### src/sv/oate_pkg.sv
// Shared types and constants for the ordered array table engine.
package oate_pkg;

   localparam int unsigned OP_WIDTH = 3;
   localparam int unsigned INDEX_WIDTH = 7;
   localparam int unsigned OTHER_WIDTH = 6;
   localparam int unsigned DATA_WIDTH = 32;
   localparam int unsigned STATUS_WIDTH = 2;
   localparam int unsigned COUNT_WIDTH = 7;
   localparam int unsigned CAPACITY = 64;
   localparam int unsigned AW = $clog2(CAPACITY);

   typedef enum logic [OP_WIDTH-1:0] {
      OP_INSERT = 3'd0,
      OP_APPEND = 3'd1,
      OP_READ = 3'd2,
      OP_READ_LAST = 3'd3,
      OP_SWAP = 3'd4,
      OP_SORT = 3'd5,
      OP_CHECK = 3'd6,
      OP_NOP = 3'd7
   } op_type;

   typedef enum logic [STATUS_WIDTH-1:0] {
      ST_DONE = 2'd0,
      ST_FULL = 2'd1,
      ST_BAD_INDEX = 2'd2,
      ST_EMPTY = 2'd3
   } status_type;

   typedef struct packed {
      logic [OP_WIDTH-1:0] op;
      logic [INDEX_WIDTH-1:0] index;
      logic [OTHER_WIDTH-1:0] other_index;
      logic signed [DATA_WIDTH-1:0] value;
      logic descending;
   } req_type;

   typedef struct packed {
      logic [STATUS_WIDTH-1:0] status;
      logic signed [DATA_WIDTH-1:0] read_value;
      logic is_sorted;
      logic [COUNT_WIDTH-1:0] entry_count;
   } rsp_type;

   // Datapath commands issued by the controller.
   typedef enum logic [3:0] {
      CMD_IDLE,
      CMD_LOAD,
      CMD_RD_A,
      CMD_RD_B,
      CMD_WR_A,
      CMD_WR_B,
      CMD_WR_VALUE,
      CMD_SET_CUR,
      CMD_DEC_CUR,
      CMD_INC_COUNT
   } cmd_kind_type;

   typedef struct packed {
      cmd_kind_type kind;
   } cmd_type;

endpackage

### src/sv/oate_if.sv
// Valid and ready channel interface carrying one payload beat.
interface oate_if #(
   parameter type payload_type = logic
);
   logic valid;
   logic ready;
   payload_type payload;

   modport source (output valid, output payload, input ready);
   modport sink (input valid, input payload, output ready);
endinterface

### src/sv/oate_datapath.sv
// Entry memory, read registers and entry count of the table engine.
module oate_datapath (
   input logic clock,
   input logic reset,
   input oate_pkg::req_type req,
   input oate_pkg::cmd_type cmd,
   input logic [oate_pkg::AW-1:0] cmd_addr,
   output logic signed [oate_pkg::DATA_WIDTH-1:0] rd_a,
   output logic signed [oate_pkg::DATA_WIDTH-1:0] rd_b,
   output logic [oate_pkg::COUNT_WIDTH-1:0] count
);
   import oate_pkg::*;

   logic signed [DATA_WIDTH-1:0] mem [CAPACITY];
   logic signed [DATA_WIDTH-1:0] rd_a_ff;
   logic signed [DATA_WIDTH-1:0] rd_b_ff;
   logic [COUNT_WIDTH-1:0] count_ff;

   always_ff @(posedge clock) begin
      case (cmd.kind)
         CMD_RD_A: rd_a_ff <= mem[cmd_addr];
         CMD_RD_B: rd_b_ff <= mem[cmd_addr];
         CMD_WR_A: mem[cmd_addr] <= rd_a_ff;
         CMD_WR_B: mem[cmd_addr] <= rd_b_ff;
         CMD_WR_VALUE: mem[cmd_addr] <= req.value;
         default: ;
      endcase
   end

   always_ff @(posedge clock) begin
      if (reset) begin
         count_ff <= '0;
      end else if (cmd.kind == CMD_INC_COUNT) begin
         count_ff <= count_ff + COUNT_WIDTH'(1);
      end
   end

   assign rd_a = rd_a_ff;
   assign rd_b = rd_b_ff;
   assign count = count_ff;
endmodule

### src/sv/oate_ctrl.sv
// Controller state machine sequencing each operation over the datapath.
module oate_ctrl (
   input logic clock,
   input logic reset,
   oate_if.sink req_ch,
   oate_if.source rsp_ch,
   output oate_pkg::req_type req,
   output oate_pkg::cmd_type cmd,
   output logic [oate_pkg::AW-1:0] cmd_addr,
   input logic signed [oate_pkg::DATA_WIDTH-1:0] rd_a,
   input logic signed [oate_pkg::DATA_WIDTH-1:0] rd_b,
   input logic [oate_pkg::COUNT_WIDTH-1:0] count
);
   import oate_pkg::*;

   typedef enum logic [4:0] {
      S_IDLE, S_DECODE, S_SHIFT_RD, S_SHIFT_WR, S_INS_WR, S_READ, S_READ_DONE,
      S_SWAP_RB, S_SWAP_WA, S_SWAP_WB, S_SORT_KEY, S_SORT_RD, S_SORT_CMP,
      S_CHK_RD, S_CHK_CMP, S_CHK_EVAL, S_RESP
   } state_type;

   localparam int unsigned CW = COUNT_WIDTH;

   state_type state_ff;
   req_type req_ff;
   rsp_type rsp_ff;
   logic rsp_valid_ff;
   logic [CW-1:0] i_ff;
   logic [CW-1:0] k_ff;
   logic signed [DATA_WIDTH-1:0] key_ff;
   cmd_type cmd_c;
   logic [AW-1:0] addr_c;
   logic ooo;

   function automatic rsp_type status_rsp(logic [STATUS_WIDTH-1:0] status, logic sorted);
      rsp_type r;
      r = '0;
      r.status = status;
      r.is_sorted = sorted;
      return r;
   endfunction

   // Out of order when prev must come after the key (rd_b holds prev).
   assign ooo = req_ff.descending ? (rd_b < key_ff) : (key_ff < rd_b);

   assign req = req_ff;
   assign cmd = cmd_c;
   assign cmd_addr = addr_c;
   assign req_ch.ready = (state_ff == S_IDLE) && !rsp_valid_ff;
   assign rsp_ch.valid = rsp_valid_ff;
   assign rsp_ch.payload = rsp_ff;

   always_comb begin
      cmd_c = '{kind: CMD_IDLE};
      addr_c = '0;
      unique case (state_ff)
         S_SHIFT_RD: begin
            cmd_c.kind = CMD_RD_A;
            addr_c = AW'(k_ff - CW'(1));
         end
         S_SHIFT_WR: begin
            cmd_c.kind = CMD_WR_A;
            addr_c = AW'(k_ff);
         end
         S_INS_WR: begin
            cmd_c.kind = CMD_WR_VALUE;
            addr_c = AW'(k_ff);
         end
         S_READ: begin
            cmd_c.kind = CMD_RD_A;
            addr_c = AW'(i_ff);
         end
         S_SWAP_RB, S_SORT_RD: begin
            cmd_c.kind = CMD_RD_B;
            addr_c = (state_ff == S_SWAP_RB) ? AW'(k_ff) : AW'(k_ff - CW'(1));
         end
         S_SWAP_WA: begin
            cmd_c.kind = CMD_WR_A;
            addr_c = AW'(k_ff);
         end
         S_SWAP_WB: begin
            cmd_c.kind = CMD_WR_B;
            addr_c = AW'(i_ff);
         end
         S_SORT_KEY: begin
            cmd_c.kind = CMD_RD_A;
            addr_c = AW'(i_ff);
         end
         S_SORT_CMP: begin
            if (k_ff != '0 && ooo) begin
               cmd_c.kind = CMD_WR_B;
            end else begin
               cmd_c.kind = CMD_WR_A;
            end
            addr_c = AW'(k_ff);
         end
         S_CHK_RD: begin
            cmd_c.kind = CMD_RD_B;
            addr_c = AW'(i_ff - CW'(1));
         end
         S_CHK_CMP: begin
            cmd_c.kind = CMD_RD_A;
            addr_c = AW'(i_ff);
         end
         S_RESP: begin
            if (rsp_ff.status == ST_DONE &&
                  (req_ff.op == OP_INSERT || req_ff.op == OP_APPEND)) begin
               cmd_c.kind = CMD_INC_COUNT;
            end
         end
         default: ;
      endcase
   end

   always_ff @(posedge clock) begin
      if (reset) begin
         state_ff <= S_IDLE;
         rsp_valid_ff <= 1'b0;
      end else begin
         if (rsp_ch.valid && rsp_ch.ready) begin
            rsp_valid_ff <= 1'b0;
         end
         unique case (state_ff)
            S_IDLE: begin
               if (req_ch.valid && req_ch.ready) begin
                  req_ff <= req_ch.payload;
                  state_ff <= S_DECODE;
               end
            end
            S_DECODE: begin
               unique case (op_type'(req_ff.op))
                  OP_INSERT, OP_APPEND: begin
                     if (count >= CW'(CAPACITY)) begin
                        rsp_ff <= status_rsp(ST_FULL, 1'b0);
                        state_ff <= S_RESP;
                     end else if (req_ff.op == OP_INSERT && req_ff.index > count) begin
                        rsp_ff <= status_rsp(ST_BAD_INDEX, 1'b0);
                        state_ff <= S_RESP;
                     end else begin
                        rsp_ff <= status_rsp(ST_DONE, 1'b0);
                        i_ff <= (req_ff.op == OP_INSERT) ? req_ff.index : count;
                        k_ff <= count;
                        state_ff <= S_SHIFT_RD;
                     end
                  end
                  OP_READ, OP_READ_LAST: begin
                     if (count == '0) begin
                        rsp_ff <= status_rsp(ST_EMPTY, 1'b0);
                        state_ff <= S_RESP;
                     end else if (req_ff.op == OP_READ && req_ff.index >= count) begin
                        rsp_ff <= status_rsp(ST_BAD_INDEX, 1'b0);
                        state_ff <= S_RESP;
                     end else begin
                        rsp_ff <= status_rsp(ST_DONE, 1'b0);
                        i_ff <= (req_ff.op == OP_READ) ? req_ff.index : count - CW'(1);
                        state_ff <= S_READ;
                     end
                  end
                  OP_SWAP: begin
                     if (count == '0) begin
                        rsp_ff <= status_rsp(ST_EMPTY, 1'b0);
                        state_ff <= S_RESP;
                     end else if (req_ff.index == CW'(req_ff.other_index) ||
                           req_ff.index >= count || CW'(req_ff.other_index) >= count) begin
                        rsp_ff <= status_rsp(ST_BAD_INDEX, 1'b0);
                        state_ff <= S_RESP;
                     end else begin
                        rsp_ff <= status_rsp(ST_DONE, 1'b0);
                        i_ff <= req_ff.index;
                        k_ff <= CW'(req_ff.other_index);
                        state_ff <= S_READ;
                     end
                  end
                  OP_SORT: begin
                     rsp_ff <= status_rsp(ST_DONE, 1'b0);
                     i_ff <= CW'(1);
                     state_ff <= (count > CW'(1)) ? S_SORT_KEY : S_RESP;
                  end
                  OP_CHECK: begin
                     rsp_ff <= status_rsp(ST_DONE, 1'b1);
                     i_ff <= CW'(1);
                     state_ff <= (count > CW'(1)) ? S_CHK_RD : S_RESP;
                  end
                  default: begin
                     rsp_ff <= status_rsp(ST_DONE, 1'b0);
                     state_ff <= S_RESP;
                  end
               endcase
            end
            S_SHIFT_RD: begin
               if (k_ff == i_ff) begin
                  state_ff <= S_INS_WR;
               end else begin
                  state_ff <= S_SHIFT_WR;
               end
            end
            S_SHIFT_WR: begin
               k_ff <= k_ff - CW'(1);
               state_ff <= S_SHIFT_RD;
            end
            S_INS_WR: state_ff <= S_RESP;
            S_READ: begin
               state_ff <= (req_ff.op == OP_SWAP) ? S_SWAP_RB : S_READ_DONE;
            end
            S_READ_DONE: begin
               rsp_ff.read_value <= rd_a;
               state_ff <= S_RESP;
            end
            S_SWAP_RB: state_ff <= S_SWAP_WA;
            S_SWAP_WA: state_ff <= S_SWAP_WB;
            S_SWAP_WB: state_ff <= S_RESP;
            S_SORT_KEY: begin
               k_ff <= i_ff;
               state_ff <= S_SORT_RD;
            end
            S_SORT_RD: begin
               if (k_ff == i_ff) key_ff <= rd_a;
               state_ff <= S_SORT_CMP;
            end
            S_SORT_CMP: begin
               if (k_ff != '0 && ooo) begin
                  k_ff <= k_ff - CW'(1);
                  state_ff <= (k_ff == CW'(1)) ? S_SORT_CMP : S_SORT_RD;
               end else if (i_ff + CW'(1) >= count) begin
                  state_ff <= S_RESP;
               end else begin
                  i_ff <= i_ff + CW'(1);
                  state_ff <= S_SORT_KEY;
               end
            end
            S_CHK_RD: state_ff <= S_CHK_CMP;
            S_CHK_CMP: state_ff <= S_CHK_EVAL;
            S_CHK_EVAL: begin
               if (req_ff.descending ? (rd_b < rd_a) : (rd_a < rd_b)) begin
                  rsp_ff.is_sorted <= 1'b0;
                  state_ff <= S_RESP;
               end else if (i_ff + CW'(1) >= count) begin
                  state_ff <= S_RESP;
               end else begin
                  i_ff <= i_ff + CW'(1);
                  state_ff <= S_CHK_RD;
               end
            end
            S_RESP: begin
               rsp_ff.entry_count <= (cmd_c.kind == CMD_INC_COUNT) ? count + CW'(1) : count;
               rsp_valid_ff <= 1'b1;
               state_ff <= S_IDLE;
            end
            default: state_ff <= S_IDLE;
         endcase
      end
   end
endmodule

### src/sv/ordered_array_table_engine.sv
// Top level of the ordered array table engine.
// The block holds up to CAPACITY signed 32-bit entries and a count.
// req_ carries one operation beat (op, index, other_index, value,
// descending); rsp_ returns one beat per request with status, read_value,
// is_sorted and entry_count. Both are valid/ready channels.
// One request is processed at a time: inserts shift entries up one by
// one, the sorted check compares neighbouring entries, and sort runs an
// insertion sort, all paced by the single-port entry memory.
// A new request is taken once the previous response beat has been taken,
// so a stalled receiver holds the block with the response steady.
// Reset clears the count and the control state; entry contents are not
// cleared and only written positions are ever read.
module ordered_array_table_engine (
   input logic clock,
   input logic reset,
   oate_if.sink req,
   oate_if.source rsp
);
   import oate_pkg::*;

   req_type cur_req;
   cmd_type cmd;
   logic [AW-1:0] cmd_addr;
   logic signed [DATA_WIDTH-1:0] rd_a;
   logic signed [DATA_WIDTH-1:0] rd_b;
   logic [COUNT_WIDTH-1:0] count;

   oate_ctrl u_ctrl (
      .clock(clock), .reset(reset), .req_ch(req), .rsp_ch(rsp),
      .req(cur_req), .cmd(cmd), .cmd_addr(cmd_addr),
      .rd_a(rd_a), .rd_b(rd_b), .count(count)
   );

   oate_datapath u_dp (
      .clock(clock), .reset(reset), .req(cur_req), .cmd(cmd),
      .cmd_addr(cmd_addr), .rd_a(rd_a), .rd_b(rd_b), .count(count)
   );

   a_count_range: assert property (@(posedge clock) disable iff (reset)
      count <= COUNT_WIDTH'(CAPACITY))
      else $error("entry count exceeds capacity");

   a_no_accept_while_pending: assert property (@(posedge clock) disable iff (reset)
      rsp.valid |-> !req.ready)
      else $error("request taken while response pending");

   a_count_step: assert property (@(posedge clock) disable iff (reset)
      count != $past(count) |-> count == $past(count) + COUNT_WIDTH'(1))
      else $error("count changed by more than one");
endmodule
### src/flat_wrapper.sv
// flat-port wrapper written by rule: the top's interface ports become plain ports
module ordered_array_table_engine_flat import oate_pkg::*;
  (clock, reset, req_valid, req_payload, req_ready, rsp_valid, rsp_payload, rsp_ready);
  oate_if req_i ();
  oate_if rsp_i ();
  input logic clock;
  input logic reset;
  input wire logic [$bits(req_i.valid)-1:0] req_valid;
  input wire logic [$bits(req_i.payload)-1:0] req_payload;
  output wire logic [$bits(req_i.ready)-1:0] req_ready;
  output wire logic [$bits(rsp_i.valid)-1:0] rsp_valid;
  output wire logic [$bits(rsp_i.payload)-1:0] rsp_payload;
  input wire logic [$bits(rsp_i.ready)-1:0] rsp_ready;
  assign req_i.valid = req_valid;
  assign req_i.payload = req_payload;
  assign req_ready = req_i.ready;
  assign rsp_valid = rsp_i.valid;
  assign rsp_payload = rsp_i.payload;
  assign rsp_i.ready = rsp_ready;
  ordered_array_table_engine u_core (.clock(clock), .reset(reset), .req(req_i), .rsp(rsp_i));
endmodule
### config.mk
export PLATFORM = sky130hd
export DESIGN_NAME = ordered_array_table_engine_flat
export DESIGN_NICKNAME = d
export VERILOG_FILES = /design/src/sv/oate_pkg.sv /design/src/sv/oate_if.sv /design/src/sv/oate_datapath.sv /design/src/sv/oate_ctrl.sv /design/src/sv/ordered_array_table_engine.sv /design/src/flat_wrapper.sv
export SDC_FILE = /design/constraint.sdc
export NUM_CORES = 2
export LEC_CHECK = 0
export BUFFER_PORTS_ARGS = -buffer_cell sky130_fd_sc_hd__buf_2
export CAP_MARGIN = 20
export CORE_AREA = 4 4 539 541
export CTS_CLUSTER_DIAMETER = 150
export DETAILED_ROUTE_END_ITERATION = 10
export DIE_AREA = 0 0 543 545
export GPL_TIMING_DRIVEN = 1
export SKIP_LAST_GASP = 1
export SLEW_MARGIN = 20
export SYNTH_ARGS = -nofsm -noshare
export SYNTH_HDL_FRONTEND = slang
export SYNTH_HIERARCHICAL = 1
export SYNTH_SLANG_ARGS = --single-unit
### constraint.sdc
create_clock -name clock -period 6.6 [get_ports clock]
set_input_delay 0.33 -clock clock [delete_from_list [all_inputs] [get_ports clock]]
set_output_delay 0.33 -clock clock [all_outputs]
set_load 0.05 [all_outputs]
==> out/metrics.yaml <==
dr.pass1.iters: 6
vias: 51000
insertion_delay_ps: 870
max_stage_delay_ps: 810
worst_pin_slew_ps: 1220
maxCapViolations: 0
vias_per_cell: 5.61
yosysWarnings: 6
die_h_um: 545
dp_hpwl_um: 155000
final_cell_area_um2: 98600
hold_class: "input pin to flip-flop"
startpoint: "u_core/u_ctrl/state_ff[2]$_SDFFE_PP0P_"
r2r_cells: 13
grt-ovfl-total: 0
r2r_start: "u_core/u_ctrl/state_ff[2]$_SDFFE_PP0P_"
fin_nets: 5221
area_growth_syn_to_layout_pct: 15.6
leakagePower_nw: 30.4
timing.fmax_mhz: 166
rsz0062_at_grt: "false"
start_util_pct: 29.9
syn_inst: 5021
required_ps: 7180
fin_setup_tns_ps: 0
crit_buf_inv: 1
hp-start: "req_payload"
path_clk_slew_ps: 60
holdPathEnd: "u_core/u_ctrl/req[0]$_DFFE_PP_"
relSlewSlack_pct: 18.6
cts_hold_buf: 5
fin_worst_skew_ps: 53.9
clock_sinks: 2175
path_class: "flip-flop to flip-flop"
postCtsResizedCells: 0
crit_slowest_cell: "nand2_1"
path_cells: "nor2b_1 > nand2_1 > nor2_1 > nand2_1 > nor2_1 > a221oi_1 > o21ai_4 > inv_2 > nand2_1 > o22ai_1 > a221oi_1 > o21ai_0 > or4_1"
cts_root_buf: "clkbuf_16"
io-pin-count: 8
p_per_area_nw_per_um2: 293
wl_um: 264000
clock_path_buffers: 3
final-setup-viol-count: 0
first_global_vias: 49100
rows: 196
antenna_left: 0
portBuffers: 7
avgSynthCellArea_um2: 17.0
drt_iter0_drc: 6722
critical_path_arrival_ps: 6590
dieWidth_um: 543
min_period_ps: 6010
cts_setup_buffers: 0
cpLargestDelayFamily: "simple AND/OR/NAND/NOR gates"
coreArea_um2: 285000
place_area_um2: 91800
crit_path_end_kind: "flip-flop"
reg2reg_slack_ps: 590
grt_max_degree: 106
vdd.ir_drop.worst_v: 0.000290
drive_above_1_share_pct: 15.4
synth_area_um2: 85300
cp_max_fo: 19
crit_path_frequent_cell: "nand2_1"
drc: 0
slew_viol_final: 0
wire_per_inst_um: 29.1
hold_path_depth: 2
cts_tree: "built"
cts_buffers: 211
p_total_w: 0.0288
worst_r2r_endpoint: "u_core/u_dp/rd_a[14]$_DFFE_PN_"
die_area_um2: 296000
grt_usage_pct: 17.4
critPathLaunchType: "flip-flop"
antenna_found_initial: 20
status: "complete, no violations"
htreeDepth: 4
grt_pass1_wl_um: 374000
gp_congestion: 0.931
min_period_over_period_pct: 91.0
hold_viol_final: 0
==> routing by layer <==
layer,vias up,track usage [%],share of wire [%]
met5,-,0,0.010
met4,6,8.06,5.1
met3,525,3.92,11
met2,3098,26.9,45
met1,26400,23.3,39
li1,21000,-,-
==> placed cells by master (no fill, tap or decap), drive strengths merged, types with 22 or more instances in the layout <==
cell type  instances
edfxtp          2162
a221oi           634
nor2             339
buf              267
clkbuf           252
o21ai            231
nand2            178
mux2i            156
clkinv           107
a21oi             98
o22ai             81
ha                76
a22o              72
a22oi             70
mux4              68
inv               65
mux2              52
conb              33
or4               30
nor3              25
a221o             24
nand4             22
==> layout make-up <==
cell class | instances | area (um2)
Timing Repair Buffer | 272 | 2710
Clock inverter | 138 | 1160
Inverter | 54 | 218
Clock buffer | 252 | 5480
Antenna cell | 15 | 37.5
Sequential cell | 2175 | 65200
Multi-Input combinational cell | 2426 | 19100
Fill cell | 26700 | 186000
Tap cell | 3762 | 4710
==> state kept, by name, summed over array words and instances (netlist names) <==
register / flops
u_core/u_ctrl/i_ff: 7
u_core/u_ctrl/k_ff: 7
u_core/u_ctrl/key_ff: 32
u_core/u_ctrl/req: 1
u_core/u_ctrl/rsp_ch.payload: 1
u_core/u_ctrl/rsp_ch.valid: 1
u_core/u_ctrl/rsp_ff: 2
u_core/u_ctrl/state_ff: 5
u_core/u_dp/count: 7
u_core/u_dp/mem: 2048
u_core/u_dp/rd_a: 32
u_core/u_dp/rd_b: 32
==> how the worst max path moves through the flow <==
stage,endpoint,slack [ps],cells past startpoint
final,u_core/u_dp/rd_a[14]$_DFFE_PN_,590,13
after CTS,u_core/u_dp/rd_a[14]$_DFFE_PN_,650,15
after global routing,u_core/u_dp/rd_b[14]$_DFFE_PN_,350,14
after floorplan,u_core/u_dp/mem[0][10]$_DFFE_PP_,270,14
after detailed placement,u_core/u_dp/rd_b[14]$_DFFE_PN_,630,15
after global placement,u_core/u_dp/rd_b[14]$_DFFE_PN_,740,15
==> where the power goes <==
part	internal, W	total (W)	switching [W]
Sequential	0.0152	0.0153	0.0000271
Clock	0.00644	0.0117	0.00522
Combinational	0.000530	0.00192	0.00139
==> through the flow <==
| step | hold WS, ps | setup WS [ps] | instances | util, % |
|---|---|---|---|---|
| finish | 227 | 593 | 9094 | 34.6 |
| global route | 192 | 355 | 9081 | 34.6 |
| CTS | 151 | 646 | 9077 | 34.6 |
| detailed placement | 475 | 630 | 8682 | 32.2 |
| global placement | 458 | 736 | 8680 | 32.2 |
| floorplan | 399 | 266 | 5053 | - |
(Power assumes the default switching activity.)
